$ cat src/sv/kcv_pkg.sv
`timescale 1ns / 1ps

package kcv_pkg;

  localparam int AXES      = 3;
  localparam int FRAC_BITS = 16;
  localparam int DW        = 32;
  localparam int DT_W      = 24;
  localparam int AXW       = (AXES > 1) ? $clog2(AXES) : 1;
  localparam int EW        = DW + 8;          // headroom for exact sums
  localparam int NUM_W     = DW + FRAC_BITS;  // dividend magnitude
  localparam int DEN_W     = DW + 2;          // divisor (innovation variance)
  localparam int CNT_W     = $clog2(NUM_W + 1);
  localparam int CFG_IDX_W = 2;

  localparam logic [CFG_IDX_W-1:0] CFG_PROC_NOISE = 2'd0;
  localparam logic [CFG_IDX_W-1:0] CFG_MEAS_NOISE = 2'd1;
  localparam logic [CFG_IDX_W-1:0] CFG_INIT_ERR   = 2'd2;

  localparam logic [DW-1:0] PROC_NOISE_RST = 32'd655;
  localparam logic [DW-1:0] MEAS_NOISE_RST = 32'd6554;
  localparam logic [DW-1:0] INIT_ERR_RST   = 32'd65536;

  typedef logic signed [DW-1:0] word_t;

  localparam word_t SMAX = {1'b0, {(DW-1){1'b1}}};
  localparam word_t SMIN = {1'b1, {(DW-1){1'b0}}};

  typedef enum logic [4:0] {
    OP_NOP, OP_LOAD, OP_FIRST, OP_M_VDT, OP_W_P, OP_W_C01N, OP_W_M1, OP_W_C00N,
    OP_DIV0, OP_K0, OP_DIV1, OP_K1, OP_M_K0E, OP_W_POS, OP_W_VEL, OP_W_C00,
    OP_W_C01, OP_W_C11, OP_OUT
  } op_e;

  typedef struct packed {
    op_e            op;
    logic [AXW-1:0] axis;
  } cmd_t;

  typedef struct packed {
    logic div_busy;
    logic div_done;
  } sts_t;

  // saturate a wide signed value to the word range
  function automatic word_t sat_w(input logic signed [EW-1:0] v);
    logic signed [EW-1:0] hi;
    logic signed [EW-1:0] lo;
    hi = EW'(SMAX);
    lo = EW'(SMIN);
    if (v > hi) return SMAX;
    if (v < lo) return SMIN;
    return v[DW-1:0];
  endfunction

  // product magnitude rounded half away from zero, then saturated
  function automatic word_t round_sat(input logic signed [2*DW-1:0] p);
    logic [2*DW-1:0] mag;
    logic [2*DW-1:0] r;
    mag = p[2*DW-1] ? (~p + (2*DW)'(1)) : p;
    r   = (mag + ((2*DW)'(1) << (FRAC_BITS - 1))) >> FRAC_BITS;
    if (p[2*DW-1]) begin
      if (r > (2*DW)'({1'b1, {(DW-1){1'b0}}})) return SMIN;
      return (~r[DW-1:0]) + 1'b1;
    end
    if (r > (2*DW)'(SMAX)) return SMAX;
    return r[DW-1:0];
  endfunction

endpackage

$ cat src/sv/kcv_ctrl.sv
`timescale 1ns / 1ps

module kcv_ctrl import kcv_pkg::*; (
  input  logic clk_i,
  input  logic rst_ni,
  input  logic in_valid_i,
  output logic in_ready_o,
  output logic out_valid_o,
  input  logic out_ready_i,
  input  sts_t sts_i,
  output cmd_t cmd_o
);

  typedef enum logic [4:0] {
    ST_IDLE, ST_FIRST, ST_M_VDT, ST_W_P, ST_W_C01N, ST_W_M1, ST_W_C00N,
    ST_DIV0, ST_WAIT0, ST_DIV1, ST_WAIT1, ST_M_K0E, ST_W_POS, ST_W_VEL,
    ST_W_C00, ST_W_C01, ST_W_C11, ST_OUT
  } state_e;

  state_e         state_q;
  logic [AXW-1:0] axis_q;
  logic           has_q;
  logic           out_valid_q;
  logic           slot_free;

  assign slot_free   = !out_valid_q || out_ready_i;
  assign in_ready_o  = (state_q == ST_IDLE);
  assign out_valid_o = out_valid_q;
  assign cmd_o.axis  = axis_q;

  always_comb begin
    case (state_q)
      ST_IDLE:   cmd_o.op = in_valid_i ? OP_LOAD : OP_NOP;
      ST_FIRST:  cmd_o.op = OP_FIRST;
      ST_M_VDT:  cmd_o.op = OP_M_VDT;
      ST_W_P:    cmd_o.op = OP_W_P;
      ST_W_C01N: cmd_o.op = OP_W_C01N;
      ST_W_M1:   cmd_o.op = OP_W_M1;
      ST_W_C00N: cmd_o.op = OP_W_C00N;
      ST_DIV0:   cmd_o.op = OP_DIV0;
      ST_WAIT0:  cmd_o.op = sts_i.div_done ? OP_K0 : OP_NOP;
      ST_DIV1:   cmd_o.op = OP_DIV1;
      ST_WAIT1:  cmd_o.op = sts_i.div_done ? OP_K1 : OP_NOP;
      ST_M_K0E:  cmd_o.op = OP_M_K0E;
      ST_W_POS:  cmd_o.op = OP_W_POS;
      ST_W_VEL:  cmd_o.op = OP_W_VEL;
      ST_W_C00:  cmd_o.op = OP_W_C00;
      ST_W_C01:  cmd_o.op = OP_W_C01;
      ST_W_C11:  cmd_o.op = OP_W_C11;
      ST_OUT:    cmd_o.op = slot_free ? OP_OUT : OP_NOP;
      default:   cmd_o.op = OP_NOP;
    endcase
  end

  always_ff @(posedge clk_i or negedge rst_ni) begin
    if (!rst_ni) begin
      state_q     <= ST_IDLE;
      axis_q      <= '0;
      has_q       <= 1'b0;
      out_valid_q <= 1'b0;
    end else begin
      if (state_q == ST_OUT && slot_free) out_valid_q <= 1'b1;
      else if (out_ready_i) out_valid_q <= 1'b0;

      case (state_q)
        ST_IDLE: begin
          if (in_valid_i) begin
            has_q   <= 1'b1;
            axis_q  <= '0;
            state_q <= has_q ? ST_M_VDT : ST_FIRST;
          end
        end
        ST_FIRST:  state_q <= ST_OUT;
        ST_M_VDT:  state_q <= ST_W_P;
        ST_W_P:    state_q <= ST_W_C01N;
        ST_W_C01N: state_q <= ST_W_M1;
        ST_W_M1:   state_q <= ST_W_C00N;
        ST_W_C00N: state_q <= ST_DIV0;
        ST_DIV0:   state_q <= ST_WAIT0;
        ST_WAIT0:  if (sts_i.div_done) state_q <= ST_DIV1;
        ST_DIV1:   state_q <= ST_WAIT1;
        ST_WAIT1:  if (sts_i.div_done) state_q <= ST_M_K0E;
        ST_M_K0E:  state_q <= ST_W_POS;
        ST_W_POS:  state_q <= ST_W_VEL;
        ST_W_VEL:  state_q <= ST_W_C00;
        ST_W_C00:  state_q <= ST_W_C01;
        ST_W_C01:  state_q <= ST_W_C11;
        ST_W_C11: begin
          if (axis_q == AXW'(AXES - 1)) begin
            axis_q  <= '0;
            state_q <= ST_OUT;
          end else begin
            axis_q  <= axis_q + 1'b1;
            state_q <= ST_M_VDT;
          end
        end
        ST_OUT:    if (slot_free) state_q <= ST_IDLE;
        default:   state_q <= ST_IDLE;
      endcase
    end
  end

  a_div_idle_on_start: assert property (@(posedge clk_i) disable iff (!rst_ni)
    (state_q == ST_DIV0 || state_q == ST_DIV1) |-> !sts_i.div_busy)
    else $error("divider started while busy");

  a_div_idle_when_idle: assert property (@(posedge clk_i) disable iff (!rst_ni)
    (state_q == ST_IDLE) |-> !sts_i.div_busy)
    else $error("divider running with no item in flight");

  a_axis_range: assert property (@(posedge clk_i) disable iff (!rst_ni)
    axis_q <= AXW'(AXES - 1))
    else $error("axis index out of range");

  a_first_no_filter: assert property (@(posedge clk_i) disable iff (!rst_ni)
    (state_q == ST_FIRST) |=> (state_q == ST_OUT && !sts_i.div_busy))
    else $error("first item did not go straight to output");

endmodule

$ cat config.mk
export PLATFORM = sky130hd
export DESIGN_NAME = kcv_ctrl
export DESIGN_NICKNAME = d
export VERILOG_FILES = /design/src/sv/kcv_pkg.sv /design/src/sv/kcv_ctrl.sv
export SDC_FILE = /design/constraint.sdc
export NUM_CORES = 1
export LEC_CHECK = 0
export ABC_AREA = 1
export CAP_MARGIN = 20
export CORE_MARGIN = 5
export CORE_UTILIZATION = 40
export CTS_BUF_LIST = sky130_fd_sc_hd__clkbuf_2
export DETAILED_ROUTE_END_ITERATION = 16
export DONT_BUFFER_PORTS = 1
export PLACE_DENSITY = 0.62
export SYNTH_ARGS = -nofsm -noshare
export SYNTH_HDL_FRONTEND = slang
export SYNTH_SLANG_ARGS = --single-unit
$ cat constraint.sdc
create_clock -name clk_i -period 1.3 [get_ports clk_i]
set_input_delay 0.065 -clock clk_i [delete_from_list [all_inputs] [get_ports clk_i]]
set_output_delay 0.065 -clock clk_i [all_outputs]
set_load 0.005 [all_outputs]
# Word level (Yosys, flattened, before mapping)
# Index checks and enable logic that the tools add are counted.
# W data, S select, Z words.
# op_classes
reduce_logical,9
n_eq_ne,22
muxes,17
add_sub_neg,1
# op_table
cell,count
$pmux W5 S18,2
$eq A5 B4 Y1 const B,8
$mux W5,6
$eq A5 B3 Y1 const B,4
$eq A5 B2 Y1 const B,2
$eq A5 B5 Y1 const B,2
$mux W4,2
$ne A2 B2 Y1 const B,4
$mux W2,3
$eq A5 B1 Y1 const B,1
$logic_not A5 Y1,1
$pmux W2 S2,1
$reduce_and A2 Y1,2
$reduce_and A4 Y1,1
$reduce_bool A2 Y1,2
$mux W1,3
$add A2 B1 Y2 const B,1
$eq A2 B2 Y1 const B,1
$logic_and A1 B1 Y1,1
$logic_not A1 Y1,1
$logic_or A1 B1 Y1,1
# word_totals
elab_cells,53
in_bits,6
output_inout_bits,9
ff_bits,9

# Logic depth before layout (Yosys ltp)
# Gate-level depths: netlist (run 1).
# depth
depth_word,4
mapped_depth,9
depth_no_buf,9

# Worst setup path after synthesis (run 1)
# No wires, ideal clock.
# synth_path
path_type,flip-flop to flip-flop
from,register state_q[1]
to,register axis_q[0]
path_buffers,0
required_time_ns,1.174
path_stages_with_launch,7
path_slack_ns,0.115
t_arrival_ns,1.059
path_cell_list,dfrtp_1 -> nor2_4 -> nand3_1 -> inv_2 -> nand2_1 -> nand3_1 -> o31ai_1
# synth_between
elab_chain_cells,3
# synth_lines
item,line,rtl
from (decl),kcv_ctrl.sv:20,state_e state_q;
from (signal assigned),kcv_ctrl.sv:70,state_q <= has_q ? ST_M_VDT : ST_FIRST;
$logic_not A5 Y1 *,-,
net in_ready_o,kcv_ctrl.sv:7,"output logic in_ready_o,"
$ne A2 B2 Y1 (no line) / $reduce_bool A2 Y1 (equally long branches),-,
$reduce_and A2 Y1 (no line),-,
to (signal assigned),kcv_ctrl.sv:93,axis_q <= axis_q + 1'b1;
to (decl),kcv_ctrl.sv:21,logic [AXW-1:0] axis_q;
# Mark *: on every way through the listed nets, which the timed path passes. The rest lies on a longest branch.
# A chain may end at the register's enable or synchronous reset.

==> results of run 1 <==
## placed cells by master (no fill, tap or decap)
cell type	synthesis	routed
o2111ai_1	1	1
nor2_4	3	11
nor2_1	14	9
nand3_2	1	2
nand3_4	0	1
nand2_4	2	4
o21ai_1	3	2
inv_1	10	9
o21ai_4	0	1
nor3_2	0	1
nor2_2	5	2
nand4_1	9	9
a21oi_1	3	3
o211ai_1	1	1
dlygate4sd3_1	0	3
clkbuf_2	0	4
nand2_1	27	21
nand2_2	2	6
nand3_1	9	7
dfrtp_2	0	4
dfrtp_1	9	5
buf_4	0	23
o31ai_1	1	1
inv_4	0	1
buf_6	0	2
inv_2	8	8
## layer usage
layer  wire (um)  global-route usage  vias to the layer above  share of wire
met5           0                   0                        -              0
met4         119               0.102                        0          0.046
met3         153              0.0256                       13          0.059
met2        1220               0.291                       40           0.47
met1        1100               0.211                      437           0.42
li1            -                   -                      421              -
## worst max-delay path by stage
stage | to | startpoint | cells after the start
2_1_floorplan | axis_q[0] | state_q[1] | 6
3_3_place_gp | state_q[1] | state_q[1] | 7
3_5_place_dp | state_q[1] | state_q[1] | 7
4_1_cts | cmd_o[2] | state_q[3] | 5
5_1_grt | cmd_o[3] | state_q[2] | 6
6_report | cmd_o[4] | state_q[1] | 6
## flip-flops by register name, indices dropped and copies added (netlist names)
register     cells
out_valid_o      1
axis_q           2
has_q            1
state_q          5
## cell type report
| type | count | area [um^2] |
|---|---|---|
| fillers | 136 | 596 |
| multi-input cells | 82 | 536 |
| flip-flops and latches | 9 | 230 |
| repair buffers | 28 | 225 |
| inverters | 18 | 70.1 |
| well taps | 25 | 31.3 |
| clock buffers | 4 | 20.0 |
## power by group
group	leakage [nW]	switching (W)	internal, W
clock network	0.0166	0.000112	0.0000816
logic	0.458	0.00125	0.000910
registers	0.109	0.000161	0.000398
## what timing repair did
action                     4_1_cts  5_1_grt
hold buffers                     3        0
setup endpoints to repair        8       13
pin swaps                        5        8
hold endpoints to repair        11        0
resized for setup               16       19
buffers inserted                 9        9
## logic make-up (layout without fill, tap and decap cells)
group / Yosys count / in the layout / share of synthesized area
buffers and inverters: 18 / 50 / 0.0942
flip-flops: 9 / 9 / 0.314
AND/OR/NAND/NOR: 73 / 73 / 0.517
AO/OA/AOI/OAI: 9 / 9 / 0.0750
## worst min-delay path: stages
cell	delay (ns)
inv_1	0.02
nand2_1	0.10
nand2_1	0.07
## stage by stage
step	setup slack, ns	cells
after floorplan	0.115	109
after global placement	-0.00266	141
after detailed placement	0.0185	141
after CTS	-0.129	157
after global routing	-0.291	166
final	-0.266	166
==> flow_summary.yaml, run 1 <==
route:
  wl_per_cell_um: 15.6
  num_vias: 911
  drt_iter0_drc: 42
  drc_errors: 0
  drt-total-wl_um: 2590
  firstDrtPassIters: 5
  postRouteAntennaNets: 0
  routed_via_density: 5.49
sta:
  rsz0062_at_grt: "yes"
  layout_min_cycle_time_ns: 1.57
  skew_ns: 0.0233
  holdWs_ns: 0.0498
  setup_ws_ns: -0.266
  hold_violations: 0
  max_freq_mhz: 639
  tightest_slew_ns: 0.442
  fin_setup_tns_ns: -1.91
  final_max_slew_viol_count: 0
  max_slew_margin: 0.704
  setup_viol: 12
  min_period_over_period: 1.20
place:
  place_area_um2: 801
  io_buffers: 0
  hpwl_um: 1430
  gp_congestion: 0.901
synth:
  synth_nets: 115
  synth_common_cells: "nand2_1 (27), nor2_1 (14), inv_1 (10)"
  syn_avg_cell_area_um2: 6.58
  synth_top_area_cell: "dfrtp_1"
  synth_cell_types: 18
  yosys_warnings: 0
  synth_seq_cells: 9
  synth_most_common_cell: "nand2_1"
  synth_area_leaders: "dfrtp_1 (31%), nand2_1 (14%), nand4_1 (7.9%), nor2_1 (7.3%), nand3_1 (6.3%)"
  ys.flop_type: "dfrtp_1"
  async_flop_share: 1.00
  synth-edff-count: 0
  yosysTopAreaCellShare: 0.314
  netlist_area_um2: 717
  syn_inst: 109
  ys_seq_area_frac: 0.314
global_route:
  grt_pass1_vias: 831
  grtUsageTotal: 0.175
  antenna_found_initial: 0
  grt_max_degree: 10
  overflow: 0
  grt_pass1_wl_um: 3590
outcome:
  violations: "negative setup slack"
  outcome: "finished with violations"
worst_setup_path:
  cp_slowest_cell: "dfrtp_2"
  r2r_end: "state_q[3]"
  cp_top_family: "simple AND/OR/NAND/NOR gates"
  worst_r2r_path_depth: 8
  cp_num_buf_inv: 1
  critPathLaunchType: "flop"
  crit_top_cell: "nor2_4"
  cp_max_fo: 5
  max_stage_delay_ns: 0.47
  crit_chain: "nor2_4, buf_6, nand2_4, o21ai_4, nor2_4, nand4_1"
  rrSetupSlack_ns: -0.15
  arrival_ns: 1.50
  worstSetupPathType: "flop to output port"
  end_kind: "output port"
  r2r-start: "state_q[1]"
  critPathRequiredTime_ns: 1.24
floorplanning:
  die_w_um: 52.3
  die_area_um2: 2740
  initial_core_util: 0.420
  core_area_um2: 1710
  placementRows: 15
  ios: 15
  die_y_um: 52.3
job:
  maxCapViolations: 0
layout:
  antenna_cells: 0
  syn_to_final_growth_pct: 55.1
  design_area_um2: 1110
  fin_util: 0.651
  drive_gt1_frac: 0.496
  fin_nets: 148
clock_network:
  clk_latency_ns: 0.27
  cts_buffers: 3
  cts_sinks: 9
  clock_path_buffers: 2
  cts-htree-levels: 1
  cts_tree: "done"
  clk_pin_slew_ns: 0.12
  cts-root-buf: "clkbuf_2"
hold_path:
  min_from: "out_ready_i"
  min_to: "out_valid_o"
  hold_depth: 3
  hold_class: "primary input to flop"
pwr:
  design_power_total_w: 0.00291
  cellPowerDensity_nw_per_um2: 2620
  vdd_drop_max_mv: 1.26
  p_leak_nw: 0.583
Note: power is estimated with default switching activity, not from simulation.
==> run 2: changes to the inputs <==
--- a/config.mk
+++ b/config.mk
@@ -12,6 +12,7 @@
 export CTS_BUF_LIST = sky130_fd_sc_hd__clkbuf_2
 export DETAILED_ROUTE_END_ITERATION = 16
 export DONT_BUFFER_PORTS = 1
+export HOLD_SLACK_MARGIN = 0.06
 export PLACE_DENSITY = 0.62
 export SYNTH_ARGS = -nofsm -noshare
 export SYNTH_HDL_FRONTEND = slang
==> run 2 against run 1 <==
  * The flow still finishes with violations (negative setup slack)
  * Sequential share of layout area is 0.18 points lower
  * Die area stayed put
  * Global-route usage is 0.059 points higher
  * Design area is 0.90% higher
  * Non-clock buffer count is 1 higher
  * Register-to-register slack hardly changed
  * Critical path type unchanged
  * Largest cell class unchanged
  * Largest power group unchanged
  * Highest routed layer unchanged
==> flow_summary.yaml, run 2 (synthesized netlist as in run 1, its figures left out) <==
layout:
  largest_reg_flops: 5
  reg.largest.list: "state_q: 5 flops, axis_q: 2 flops"
  final_cell_mix: "buf_4 (23), nand2_1 (21), nor2_4 (11)"
  design_area_um2: 1120
  drive_gt1_frac: 0.493
  final_common_cell: "buf_4"
  antenna_cells: 0
  fin_util: 0.657
  fin_nets: 149
  largest-register: "state_q"
  syn_to_final_growth_pct: 56.5
sta:
  skew_ns: 0.0221
  tightest_slew_ns: 0.444
  final_max_slew_viol_count: 0
  holdWs_ns: 0.160
  hold_violations: 0
  rsz0062_at_grt: "yes"
  max_freq_mhz: 639
  setup_viol: 12
  min_period_over_period: 1.20
  layout_min_cycle_time_ns: 1.56
  setup_ws_ns: -0.264
  max_slew_margin: 0.703
worst_setup_path:
  arrival_ns: 1.50
  crit_chain: "nor2_4, buf_6, nand2_4, o21ai_4, nor2_4, nand4_1"
  max_stage_delay_ns: 0.48
  critPathLaunchType: "flop"
  critPathRequiredTime_ns: 1.24
  crit_top_cell: "nor2_4"
  cp_max_fo: 5
  cp_slowest_cell: "dfrtp_2"
  worstSetupPathType: "flop to output port"
  end_kind: "output port"
pwr:
  cellPowerDensity_nw_per_um2: 2590
  p_leak_nw: 0.587
  vdd_drop_max_mv: 1.26
  design_power_total_w: 0.00291
floorplanning:
  die_area_um2: 2740
  placementRows: 15
  core_area_um2: 1710
  ios: 15
  die_y_um: 52.3
  initial_core_util: 0.420
  die_w_um: 52.3
outcome:
  violations: "negative setup slack"
  outcome: "finished with violations"
clock_network:
  cts_buffers: 3
  clk_pin_slew_ns: 0.12
  cts-root-buf: "clkbuf_2"
  clk_latency_ns: 0.27
  cts_tree: "done"
  cts-htree-levels: 1
  cts_sinks: 9
  clock_path_buffers: 2
job:
  maxCapViolations: 0
route:
  wl_per_cell_um: 15.5
  drt_iter0_drc: 41
  drc_errors: 0
  routed_via_density: 5.47
  num_vias: 914
  firstDrtPassIters: 4
  postRouteAntennaNets: 0
  drt-total-wl_um: 2590
global_route:
  grt_pass1_vias: 830
  grt_max_degree: 10
  grt_pass1_wl_um: 3600
  grtUsageTotal: 0.176
  antenna_found_initial: 0
  overflow: 0
place:
  post-place-ws_ns: 0.0185
  place_area_um2: 801
  gp_congestion: 0.901
  io_buffers: 0
  hpwl_um: 1430
hold_path:
  hold_class: "primary input to async pin"
## run 2: report_power, final
group / leakage (nW) / switching, W / internal (W)
Sequential: 0.109 / 0.000159 / 0.000398
Combinational: 0.462 / 0.00125 / 0.000912
Clock: 0.0166 / 0.000112 / 0.0000816
Total: 0.587 / 0.00152 / 0.00139
## run 2: final cells by class
cell class                 instances  area, um^2
inverter                          18        70.1
timing repair buffer              29         235
multi-input combinational         82         536
tap                               25        31.3
clock buffer                       4        20.0
sequential                         9         230
fill                             136         586
## run 2: worst max-delay path: cells and delay by family (launching register included)
kind / cells / cell delay (ns)
compound gates: 1 / 0.08
buf+inv: 1 / 0.17
flops: 1 / 0.48
simple gates: 4 / 0.50
## run 2: worst paths after layout
kind	start	end	slack (ns)	cells past startpoint
worst max register to register	state_q[1]	state_q[3]	-0.15	8
worst min register to register	has_q	has_q	0.48	2
worst max-delay path	state_q[1]	cmd_o[4]	-0.26	6
max in group asynchronous	rst_ni	state_q[0]	0.78	1
worst min-delay path	rst_ni	state_q[1]	0.16	1
min in group clk_i	in_valid_i	state_q[1]	0.18	6
## run 2: what timing repair did
item | 4_1_cts | 5_1_grt
gates resized for setup | 16 | 19
hold endpoints to repair | 13 | 0
buffers inserted | 9 | 9
endpoints found under the setup margin | 8 | 13
hold buffers | 4 | 0
gates cloned | 0 | 0
pin swaps | 5 | 8
## run 2: stage by stage
| stage | TNS, ns | cells |
|---|---|---|
| after detailed placement | 0 | 141 |
| final | -1.90 | 167 |
| after global placement | -0.00266 | 141 |
| after CTS | -0.667 | 158 |
| after global routing | -2.46 | 167 |
| after floorplan | 0 | 109 |
## run 2: per-layer routing
metal | routed length [um] | global-route usage | up-vias
met1 | 1070 | 0.213 | 431
li1 | - | - | 422
met4 | 131 | 0.102 | 0
met2 | 1210 | 0.291 | 47
met3 | 185 | 0.0256 | 14
met5 | 0 | 0 | -
